`src/rtl/core/fshx_pkg.sv`:
```
// ----------------------------------------------------------------------------
// fshx_pkg
// Shared widths, character codes, control structs and the hex digit mapping
// for the format string hex expander.
// ----------------------------------------------------------------------------
package fshx_pkg;

  localparam int CHAR_W  = 8;
  localparam int ARG_W   = 32;
  localparam int DIGIT_W = 4;
  localparam int NDIGITS = ARG_W / DIGIT_W;
  localparam int DCNT_W  = $clog2(NDIGITS);
  localparam int LEN_W   = 11;

  localparam logic [LEN_W-1:0] MAX_LENGTH = LEN_W'(1024);

  localparam logic [CHAR_W-1:0] CHAR_NUL     = 8'h00;
  localparam logic [CHAR_W-1:0] CHAR_PERCENT = 8'h25;
  localparam logic [CHAR_W-1:0] CHAR_X       = 8'h78;
  localparam logic [CHAR_W-1:0] CHAR_ZERO    = 8'h30;
  localparam logic [CHAR_W-1:0] CHAR_A       = 8'h41;
  localparam logic [DIGIT_W-1:0] DEC_RADIX   = 4'd10;

  typedef struct packed {
    logic load;
    logic shift;
  } hexser_ctl_t;

  typedef struct packed {
    logic              lead_zero;
    logic              last_digit;
    logic [CHAR_W-1:0] digit_char;
  } hexser_stat_t;

  function automatic logic [CHAR_W-1:0] hex_char(input logic [DIGIT_W-1:0] d);
    logic [CHAR_W-1:0] dx;
    dx = {{(CHAR_W-DIGIT_W){1'b0}}, d};
    if (d < DEC_RADIX) begin
      return CHAR_ZERO + dx;
    end else begin
      return CHAR_A + dx - {{(CHAR_W-DIGIT_W){1'b0}}, DEC_RADIX};
    end
  endfunction

endpackage

```
`src/rtl/core/fshx_if.sv`:
```
// ----------------------------------------------------------------------------
// fshx channel interfaces
// Valid/ready channels for format characters in and expanded characters out.
// ----------------------------------------------------------------------------
interface fshx_in_if;
  logic                        valid;
  logic                        ready;
  logic [fshx_pkg::CHAR_W-1:0] fmt_char;
  logic [fshx_pkg::ARG_W-1:0]  arg_value;

  modport source (output valid, output fmt_char, output arg_value, input ready);
  modport sink   (input valid, input fmt_char, input arg_value, output ready);
endinterface

interface fshx_out_if;
  logic                        valid;
  logic                        ready;
  logic [fshx_pkg::CHAR_W-1:0] out_char;
  logic                        last;
  logic [fshx_pkg::LEN_W-1:0]  total_length;

  modport source (output valid, output out_char, output last, output total_length,
                  input ready);
  modport sink   (input valid, input out_char, input last, input total_length,
                  output ready);
endinterface

```
`src/rtl/core/fshx_hex_ser.sv`:
```
// ----------------------------------------------------------------------------
// fshx_hex_ser
// Nibble shift register for the argument: one hex digit per shift, most
// significant first, with leading zero suppression down to the last digit.
// ----------------------------------------------------------------------------
module fshx_hex_ser (
  input  logic                        clk,
  input  logic                        rst_n,
  input  fshx_pkg::hexser_ctl_t       ctl,
  input  logic [fshx_pkg::ARG_W-1:0]  arg_value,
  output fshx_pkg::hexser_stat_t      stat
);

  logic [fshx_pkg::ARG_W-1:0]  sr_r, sr_nxt;
  logic [fshx_pkg::DCNT_W-1:0] dcnt_r, dcnt_nxt;
  logic                        skip_r, skip_nxt;
  logic [fshx_pkg::DIGIT_W-1:0] top_digit;

  assign top_digit = sr_r[fshx_pkg::ARG_W-1 -: fshx_pkg::DIGIT_W];

  always_comb begin
    stat.lead_zero  = skip_r && (top_digit == '0) && (dcnt_r != '0);
    stat.last_digit = (dcnt_r == '0);
    stat.digit_char = fshx_pkg::hex_char(top_digit);
  end

  always_comb begin
    sr_nxt   = sr_r;
    dcnt_nxt = dcnt_r;
    skip_nxt = skip_r;
    if (ctl.load) begin
      sr_nxt   = arg_value;
      dcnt_nxt = fshx_pkg::DCNT_W'(fshx_pkg::NDIGITS - 1);
      skip_nxt = 1'b1;
    end else if (ctl.shift) begin
      sr_nxt   = {sr_r[fshx_pkg::ARG_W-fshx_pkg::DIGIT_W-1:0], {fshx_pkg::DIGIT_W{1'b0}}};
      dcnt_nxt = dcnt_r - 1'b1;
      // once a digit goes out, zeros are printed
      skip_nxt = stat.lead_zero;
    end
  end

  always_ff @(posedge clk) begin
    if (!rst_n) begin
      dcnt_r <= '0;
      skip_r <= 1'b0;
    end else begin
      dcnt_r <= dcnt_nxt;
      skip_r <= skip_nxt;
    end
    sr_r <= sr_nxt;
  end

endmodule

```
`src/rtl/core/format_string_hex_expander.sv`:
```
// ----------------------------------------------------------------------------
// format_string_hex_expander
// Minimal printf for "%x": copies format characters, expands %x arguments
// to upper-case hex and reports the string length on the terminator.
// ----------------------------------------------------------------------------
// One format character enters per item. A plain character or a terminator
// yields one result from the work stage; the next item is taken in that
// same cycle, so an unstalled stream runs at one item per cycle.
// A '%' yields nothing and leaves the block ready. A %x conversion always
// shifts the nibble shift register once per hex digit of the 32-bit
// argument, suppressing leading zeros or sending one digit to the output
// register each cycle, holding a digit while the result side stalls. The
// output register lets a result wait while the work stage moves on.
module format_string_hex_expander (
  input  logic         clk,
  input  logic         rst_n,
  fshx_in_if.sink      in_ch,
  fshx_out_if.source   out_ch
);

  localparam logic [1:0] ST_IDLE = 2'd0;
  localparam logic [1:0] ST_COPY = 2'd1;
  localparam logic [1:0] ST_HEX  = 2'd2;
  localparam logic [1:0] ST_TERM = 2'd3;

  logic [1:0]                  state_r, state_nxt;
  logic                        pending_r, pending_nxt;
  logic [fshx_pkg::LEN_W-1:0]  cnt_r, cnt_nxt, cnt_inc;
  logic [fshx_pkg::CHAR_W-1:0] char_r, char_nxt;

  logic                        out_valid_r, out_valid_nxt;
  logic [fshx_pkg::CHAR_W-1:0] out_char_r, out_char_nxt;
  logic                        out_last_r, out_last_nxt;
  logic [fshx_pkg::LEN_W-1:0]  out_len_r, out_len_nxt;

  fshx_pkg::hexser_ctl_t  ser_ctl;
  fshx_pkg::hexser_stat_t ser_stat;

  logic in_fire, out_free, emit, step_fin;
  logic [1:0] dec_state;

  fshx_hex_ser u_hex_ser (
    .clk       (clk),
    .rst_n     (rst_n),
    .ctl       (ser_ctl),
    .arg_value (in_ch.arg_value),
    .stat      (ser_stat)
  );

  assign out_free = !out_valid_r || out_ch.ready;
  assign emit     = (state_r != ST_IDLE) && !(state_r == ST_HEX && ser_stat.lead_zero)
                    && out_free;
  assign step_fin = emit && ((state_r != ST_HEX) || ser_stat.last_digit);
  assign in_ch.ready = (state_r == ST_IDLE) || step_fin;
  assign in_fire  = in_ch.valid && in_ch.ready;

  assign cnt_inc = (cnt_r < fshx_pkg::MAX_LENGTH) ? cnt_r + 1'b1 : cnt_r;

  // decode of the incoming character
  always_comb begin
    if (in_ch.fmt_char == fshx_pkg::CHAR_NUL) begin
      dec_state = ST_TERM;
    end else if (in_ch.fmt_char == fshx_pkg::CHAR_PERCENT) begin
      dec_state = ST_IDLE;
    end else if (pending_r && in_ch.fmt_char == fshx_pkg::CHAR_X) begin
      dec_state = ST_HEX;
    end else begin
      dec_state = ST_COPY;
    end
  end

  always_comb begin
    ser_ctl.load  = in_fire && (dec_state == ST_HEX);
    ser_ctl.shift = (state_r == ST_HEX) && (ser_stat.lead_zero || emit);
  end

  always_comb begin
    state_nxt   = state_r;
    pending_nxt = pending_r;
    char_nxt    = char_r;
    if (step_fin) begin
      state_nxt = ST_IDLE;
    end
    if (in_fire) begin
      state_nxt   = dec_state;
      pending_nxt = (in_ch.fmt_char == fshx_pkg::CHAR_PERCENT);
      char_nxt    = in_ch.fmt_char;
    end
  end

  always_comb begin
    cnt_nxt       = cnt_r;
    out_valid_nxt = out_ch.ready ? 1'b0 : out_valid_r;
    out_char_nxt  = out_char_r;
    out_last_nxt  = out_last_r;
    out_len_nxt   = out_len_r;
    if (emit) begin
      out_valid_nxt = 1'b1;
      case (state_r)
        ST_TERM: begin
          out_char_nxt = fshx_pkg::CHAR_NUL;
          out_last_nxt = 1'b1;
          out_len_nxt  = cnt_r;
          cnt_nxt      = '0;
        end
        ST_HEX: begin
          out_char_nxt = ser_stat.digit_char;
          out_last_nxt = ser_stat.last_digit;
          out_len_nxt  = cnt_inc;
          cnt_nxt      = cnt_inc;
        end
        default: begin
          out_char_nxt = char_r;
          out_last_nxt = 1'b1;
          out_len_nxt  = cnt_inc;
          cnt_nxt      = cnt_inc;
        end
      endcase
    end
  end

  always_ff @(posedge clk) begin
    if (!rst_n) begin
      state_r     <= ST_IDLE;
      pending_r   <= 1'b0;
      cnt_r       <= '0;
      out_valid_r <= 1'b0;
    end else begin
      state_r     <= state_nxt;
      pending_r   <= pending_nxt;
      cnt_r       <= cnt_nxt;
      out_valid_r <= out_valid_nxt;
    end
    char_r     <= char_nxt;
    out_char_r <= out_char_nxt;
    out_last_r <= out_last_nxt;
    out_len_r  <= out_len_nxt;
  end

  assign out_ch.valid        = out_valid_r;
  assign out_ch.out_char     = out_char_r;
  assign out_ch.last         = out_last_r;
  assign out_ch.total_length = out_len_r;

  a_cnt_bounded: assert property (@(posedge clk) disable iff (!rst_n)
    cnt_r <= fshx_pkg::MAX_LENGTH)
    else $error("written count above limit");

  a_term_clears: assert property (@(posedge clk) disable iff (!rst_n)
    emit && state_r == ST_TERM |=> cnt_r == '0)
    else $error("count not cleared after terminator");

  a_hex_blocks: assert property (@(posedge clk) disable iff (!rst_n)
    state_r == ST_HEX && !ser_stat.last_digit |-> !in_ch.ready)
    else $error("input taken during hex conversion");

  a_percent_idle: assert property (@(posedge clk) disable iff (!rst_n)
    in_fire && in_ch.fmt_char == fshx_pkg::CHAR_PERCENT |=> state_r == ST_IDLE && pending_r)
    else $error("percent started work");

endmodule

```
`src/flat_wrapper.sv`:
```
// flat-port wrapper written by rule: the top's interface ports become plain ports
module format_string_hex_expander_flat 
  (clk, rst_n, in_ch_valid, in_ch_fmt_char, in_ch_arg_value, in_ch_ready, out_ch_valid, out_ch_out_char, out_ch_last, out_ch_total_length, out_ch_ready);
  fshx_in_if in_ch_i ();
  fshx_out_if out_ch_i ();
  input  logic clk;
  input  logic rst_n;
  input wire logic [$bits(in_ch_i.valid)-1:0] in_ch_valid;
  input wire logic [$bits(in_ch_i.fmt_char)-1:0] in_ch_fmt_char;
  input wire logic [$bits(in_ch_i.arg_value)-1:0] in_ch_arg_value;
  output wire logic [$bits(in_ch_i.ready)-1:0] in_ch_ready;
  output wire logic [$bits(out_ch_i.valid)-1:0] out_ch_valid;
  output wire logic [$bits(out_ch_i.out_char)-1:0] out_ch_out_char;
  output wire logic [$bits(out_ch_i.last)-1:0] out_ch_last;
  output wire logic [$bits(out_ch_i.total_length)-1:0] out_ch_total_length;
  input wire logic [$bits(out_ch_i.ready)-1:0] out_ch_ready;
  assign in_ch_i.valid = in_ch_valid;
  assign in_ch_i.fmt_char = in_ch_fmt_char;
  assign in_ch_i.arg_value = in_ch_arg_value;
  assign in_ch_ready = in_ch_i.ready;
  assign out_ch_valid = out_ch_i.valid;
  assign out_ch_out_char = out_ch_i.out_char;
  assign out_ch_last = out_ch_i.last;
  assign out_ch_total_length = out_ch_i.total_length;
  assign out_ch_i.ready = out_ch_ready;
  format_string_hex_expander u_core (.clk(clk), .rst_n(rst_n), .in_ch(in_ch_i), .out_ch(out_ch_i));
endmodule
```
`config.mk`:
```
export PLATFORM = sky130hd
export DESIGN_NAME = format_string_hex_expander_flat
export DESIGN_NICKNAME = d
export VERILOG_FILES = /design/src/rtl/core/fshx_pkg.sv /design/src/rtl/core/fshx_if.sv /design/src/rtl/core/fshx_hex_ser.sv /design/src/rtl/core/format_string_hex_expander.sv /design/src/flat_wrapper.sv
export SDC_FILE = /design/constraint.sdc
export NUM_CORES = 1
export LEC_CHECK = 0
export ABC_CLOCK_PERIOD_IN_PS = 4540
export BUFFER_PORTS_ARGS = -buffer_cell sky130_fd_sc_hd__buf_2
export CORE_MARGIN = 2
export CORE_UTILIZATION = 30
export DETAILED_ROUTE_END_ITERATION = 8
export GPL_ROUTABILITY_DRIVEN = 0
export PLACE_DENSITY_LB_ADDON = 0.15
export SETUP_SLACK_MARGIN = 0.5
export SLEW_MARGIN = 20
export SYNTH_ARGS = -nofsm -noshare
export SYNTH_HDL_FRONTEND = slang
export SYNTH_SLANG_ARGS = --single-unit
```
`constraint.sdc`:
```
create_clock -name clk -period 4.54 [get_ports clk]
set_input_delay 0.681 -clock clk [delete_from_list [all_inputs] [get_ports clk]]
set_output_delay 0.681 -clock clk [all_outputs]
set_load 0.03 [all_outputs]
```
==> impl_metrics.json <==
{
  "n_antenna_cell": 0,
  "die-area_sq_um": 13500,
  "overflow": 0,
  "status": "finished, final reports clean",
  "grt_use_total": 0.124,
  "ios": 66,
  "tightest_slew_ns": 0.862,
  "maxCapViolations": 0,
  "finalNetCount": 402,
  "core_sq_um": 12100,
  "crit_path_end_kind": "register",
  "slew_viol_final": 0,
  "cts.sinks": 79,
  "totalWireLength_microns": 7870,
  "vias_per_cell": 4.66,
  "critPathLaunchType": "register",
  "setup_violations": 0,
  "cts_tree": "done",
  "whs_endpoint": "u_core.pending_r",
  "period_minus_slack_ns": 3.04,
  "critPathBufInv": 1,
  "synth_edf_count": 60,
  "drive_gt1_frac": 0.324,
  "cp_cell_sequence": "inv_1, ha_1, ha_1, or2_2, a21boi_4, or3_2, nand3_2",
  "cts_max_level": 3,
  "crit_slowest_cell": "nand3_2",
  "die_h_microns": 116,
  "p_leak_uw": 0.00175,
  "cp_common_cell": "ha_1",
  "cpPeakStageDelay_ns": 0.68,
  "rows": 40,
  "cp_data_required_time_ns": 4.38,
  "holdWs_ns": 0.479,
  "yosysWarnings": 0,
  "post-place-cells": 510,
  "synth_top_cell_area_share": 0.478,
  "p_per_area_nw_per_um2": 341,
  "rrSetupSlack_ns": 1.50,
  "layout_commonest_cell": "buf_2",
  "grt_pass1_wl_microns": 12300,
  "whs_path_depth": 2,
  "slew_headroom": 0.424,
  "dr.pass1.iters": 4,
  "hp-class": "reg2reg",
  "grt_max_degree": 33,
  "synth_fp_nets": 339,
  "yosysTopAreaCell": "edfxtp_1",
  "min-delay-start": "u_core.pending_r",
  "cts_hold_buf": 0,
  "final_util": 0.370,
  "synth.area.top_cells": "edfxtp_1 (48%), dfxtp_1 (10%), mux2_4 (10%)",
  "io_buffers": 65,
  "async_reset_ff_frac": 0,
  "grt_pass1_vias": 2404,
  "netlist_area_sq_um": 3770,
  "clock_skew_ns": 0.00672,
  "detailed_place_hpwl_microns": 5500,
  "clk_latency_ns": 0.34,
  "reg2reg_depth": 7,
  "path_delay_family": "simple AND/OR/NAND/NOR gates",
  "final_hold_viol_count": 0,
  "period_share": 0.670,
  "syn_inst": 290,
  "crit_fanout": 32,
  "antenna_found_initial": 0,
  "cts_setup_buffers": 0,
  "layoutNonFillerInstCount": 526,
  "die_w_microns": 116,
  "drc": 0,
  "crit_type": "reg2reg",
  "cts.repair.resized": 0,
  "rsz0062_at_grt": "no",
  "synthToLayoutAreaGrowth_pct": 18.8,
  "synth-seq-cells": 79,
  "rr_startpoint": "u_core.u_hex_ser.dcnt_r[0]",
  "cp_num_cells": 7,
  "vdd_drop_max_v": 0.000140,
  "vias": 2453,
  "drt-wirelength-per-cell_microns": 15.0,
  "final_cell_mix": "buf_2 (65), edfxtp_1 (60), mux2_4 (25)",
  "initial_utilization": 0.311,
  "seq_area_frac_synth": 0.579,
  "clock-root-buffer": "clkbuf_16",
  "synth_cell_type_count": 50,
  "final_area_sq_um": 4480,
  "worstPathArrival_ns": 2.88,
  "postRouteAntennaNets": 0,
  "clockBufferDepth": 2,
  "synth_ff_type": "edfxtp_1",
  "drt_iter0_drc": 116,
  "timing.rr.end": "u_core.u_hex_ser.sr_r[16]",
  "postSynthAreaPerCell_sq_um": 13.0,
  "cts_made_buffers": 9,
  "clk_pin_slew_ns": 0.06,
  "fmax_mhz": 329,
  "tns_ns": 0,
  "post_dp_cell_area_sq_um": 4210
}
Yosys cell counts, types with 2 or more instances:
cell type / number
dfxtp_1: 19
inv_1: 13
or4_1: 4
mux2_2: 5
o2111ai_1: 2
nand3_1: 10
nor2b_1: 5
or3_1: 6
nand2b_1: 3
clkbuf_1: 9
o32ai_1: 3
edfxtp_1: 60
a41oi_1: 2
and2_1: 6
or2_2: 2
a21oi_1: 18
nor2_1: 12
o21ai_0: 13
xnor2_1: 2
o2bb2ai_1: 2
a32o_1: 2
nor4_1: 3
buf_6: 3
nand4_1: 2
buf_12: 2
a31oi_1: 4
mux2_4: 25
ha_1: 5
nand2_1: 15
xor2_1: 9
nor3_1: 2
a22o_1: 3
and3_1: 2
logic make-up after synthesis:
| logic type | count (synthesis) | synth area share |
|---|---|---|
| buffers and inverters | 28 | 0.0435 |
| XOR/XNOR | 11 | 0.0256 |
| AO/OA/AOI/OAI | 58 | 0.105 |
| flip-flops | 79 | 0.579 |
| multiplexers | 30 | 0.115 |
| AND/OR/NAND/NOR | 79 | 0.116 |
| adder cells (fa/ha/maj) | 5 | 0.0166 |
how the worst max path moves through the flow:
stage,start,to
floorplan,u_core.u_hex_ser.dcnt_r[0],u_core.u_hex_ser.sr_r[0]
global placement,u_core.u_hex_ser.dcnt_r[0],u_core.u_hex_ser.sr_r[0]
detailed placement,u_core.u_hex_ser.dcnt_r[0],u_core.u_hex_ser.sr_r[4]
CTS,u_core.u_hex_ser.dcnt_r[0],u_core.u_hex_ser.sr_r[5]
global route,u_core.u_hex_ser.dcnt_r[0],u_core.u_hex_ser.sr_r[16]
finish,u_core.u_hex_ser.dcnt_r[0],u_core.u_hex_ser.sr_r[16]
tightest hold or removal path: stages, from the launching register on:
cell	delay, ns
dfxtp_1	0.30
o21ai_0	0.06
a21oi_1	0.06
layout make-up:
cell class,count,area [sq um]
fill,1252,7640
clock inverter,6,37.5
sequential,79,2180
tap,168,210
timing repair buffer,67,340
inverter,13,48.8
multi-input combinational,183,1430
clock buffer,10,229
where the power goes:
group	internal [uW]	total [uW]	switching (uW)	leakage, uW
registers	788	794	6.05	0.000687
clock network	367	655	288	0.000128
logic	30.1	78.7	48.6	0.000939
total	1190	1530	342	0.00175
layer usage:
metal,track usage,routed length (microns),vias to the layer above
met5,0,0,-
met4,0.0778,226,0
met3,0.0350,430,19
met2,0.189,3640,58
met1,0.154,3580,1157
li1,-,-,1219
sequential cells by signal, indices dropped and copies added, names as in the netlist:
| register | cells |
|---|---|
| u_core.u_hex_ser.dcnt_r | 3 |
| u_core.out_ch.total_length | 11 |
| u_core.u_hex_ser.sr_r | 32 |
| u_core.out_ch.valid | 1 |
| u_core.cnt_r | 11 |
| u_core.pending_r | 1 |
| u_core.out_ch.last | 1 |
| u_core.char_r | 8 |
| u_core.u_hex_ser.skip_r | 1 |
| u_core.state_r | 2 |
| u_core.out_ch.out_char | 8 |
metrics by stage:
stage | worst slack (ns) | total power [uW]
global placement | 1.49 | 888
floorplan | 1.49 | 852
global route | 1.21 | 1590
finish | 1.50 | 1530
detailed placement | 1.45 | 889
CTS | 1.43 | 1550
(Power assumes the default switching activity.)
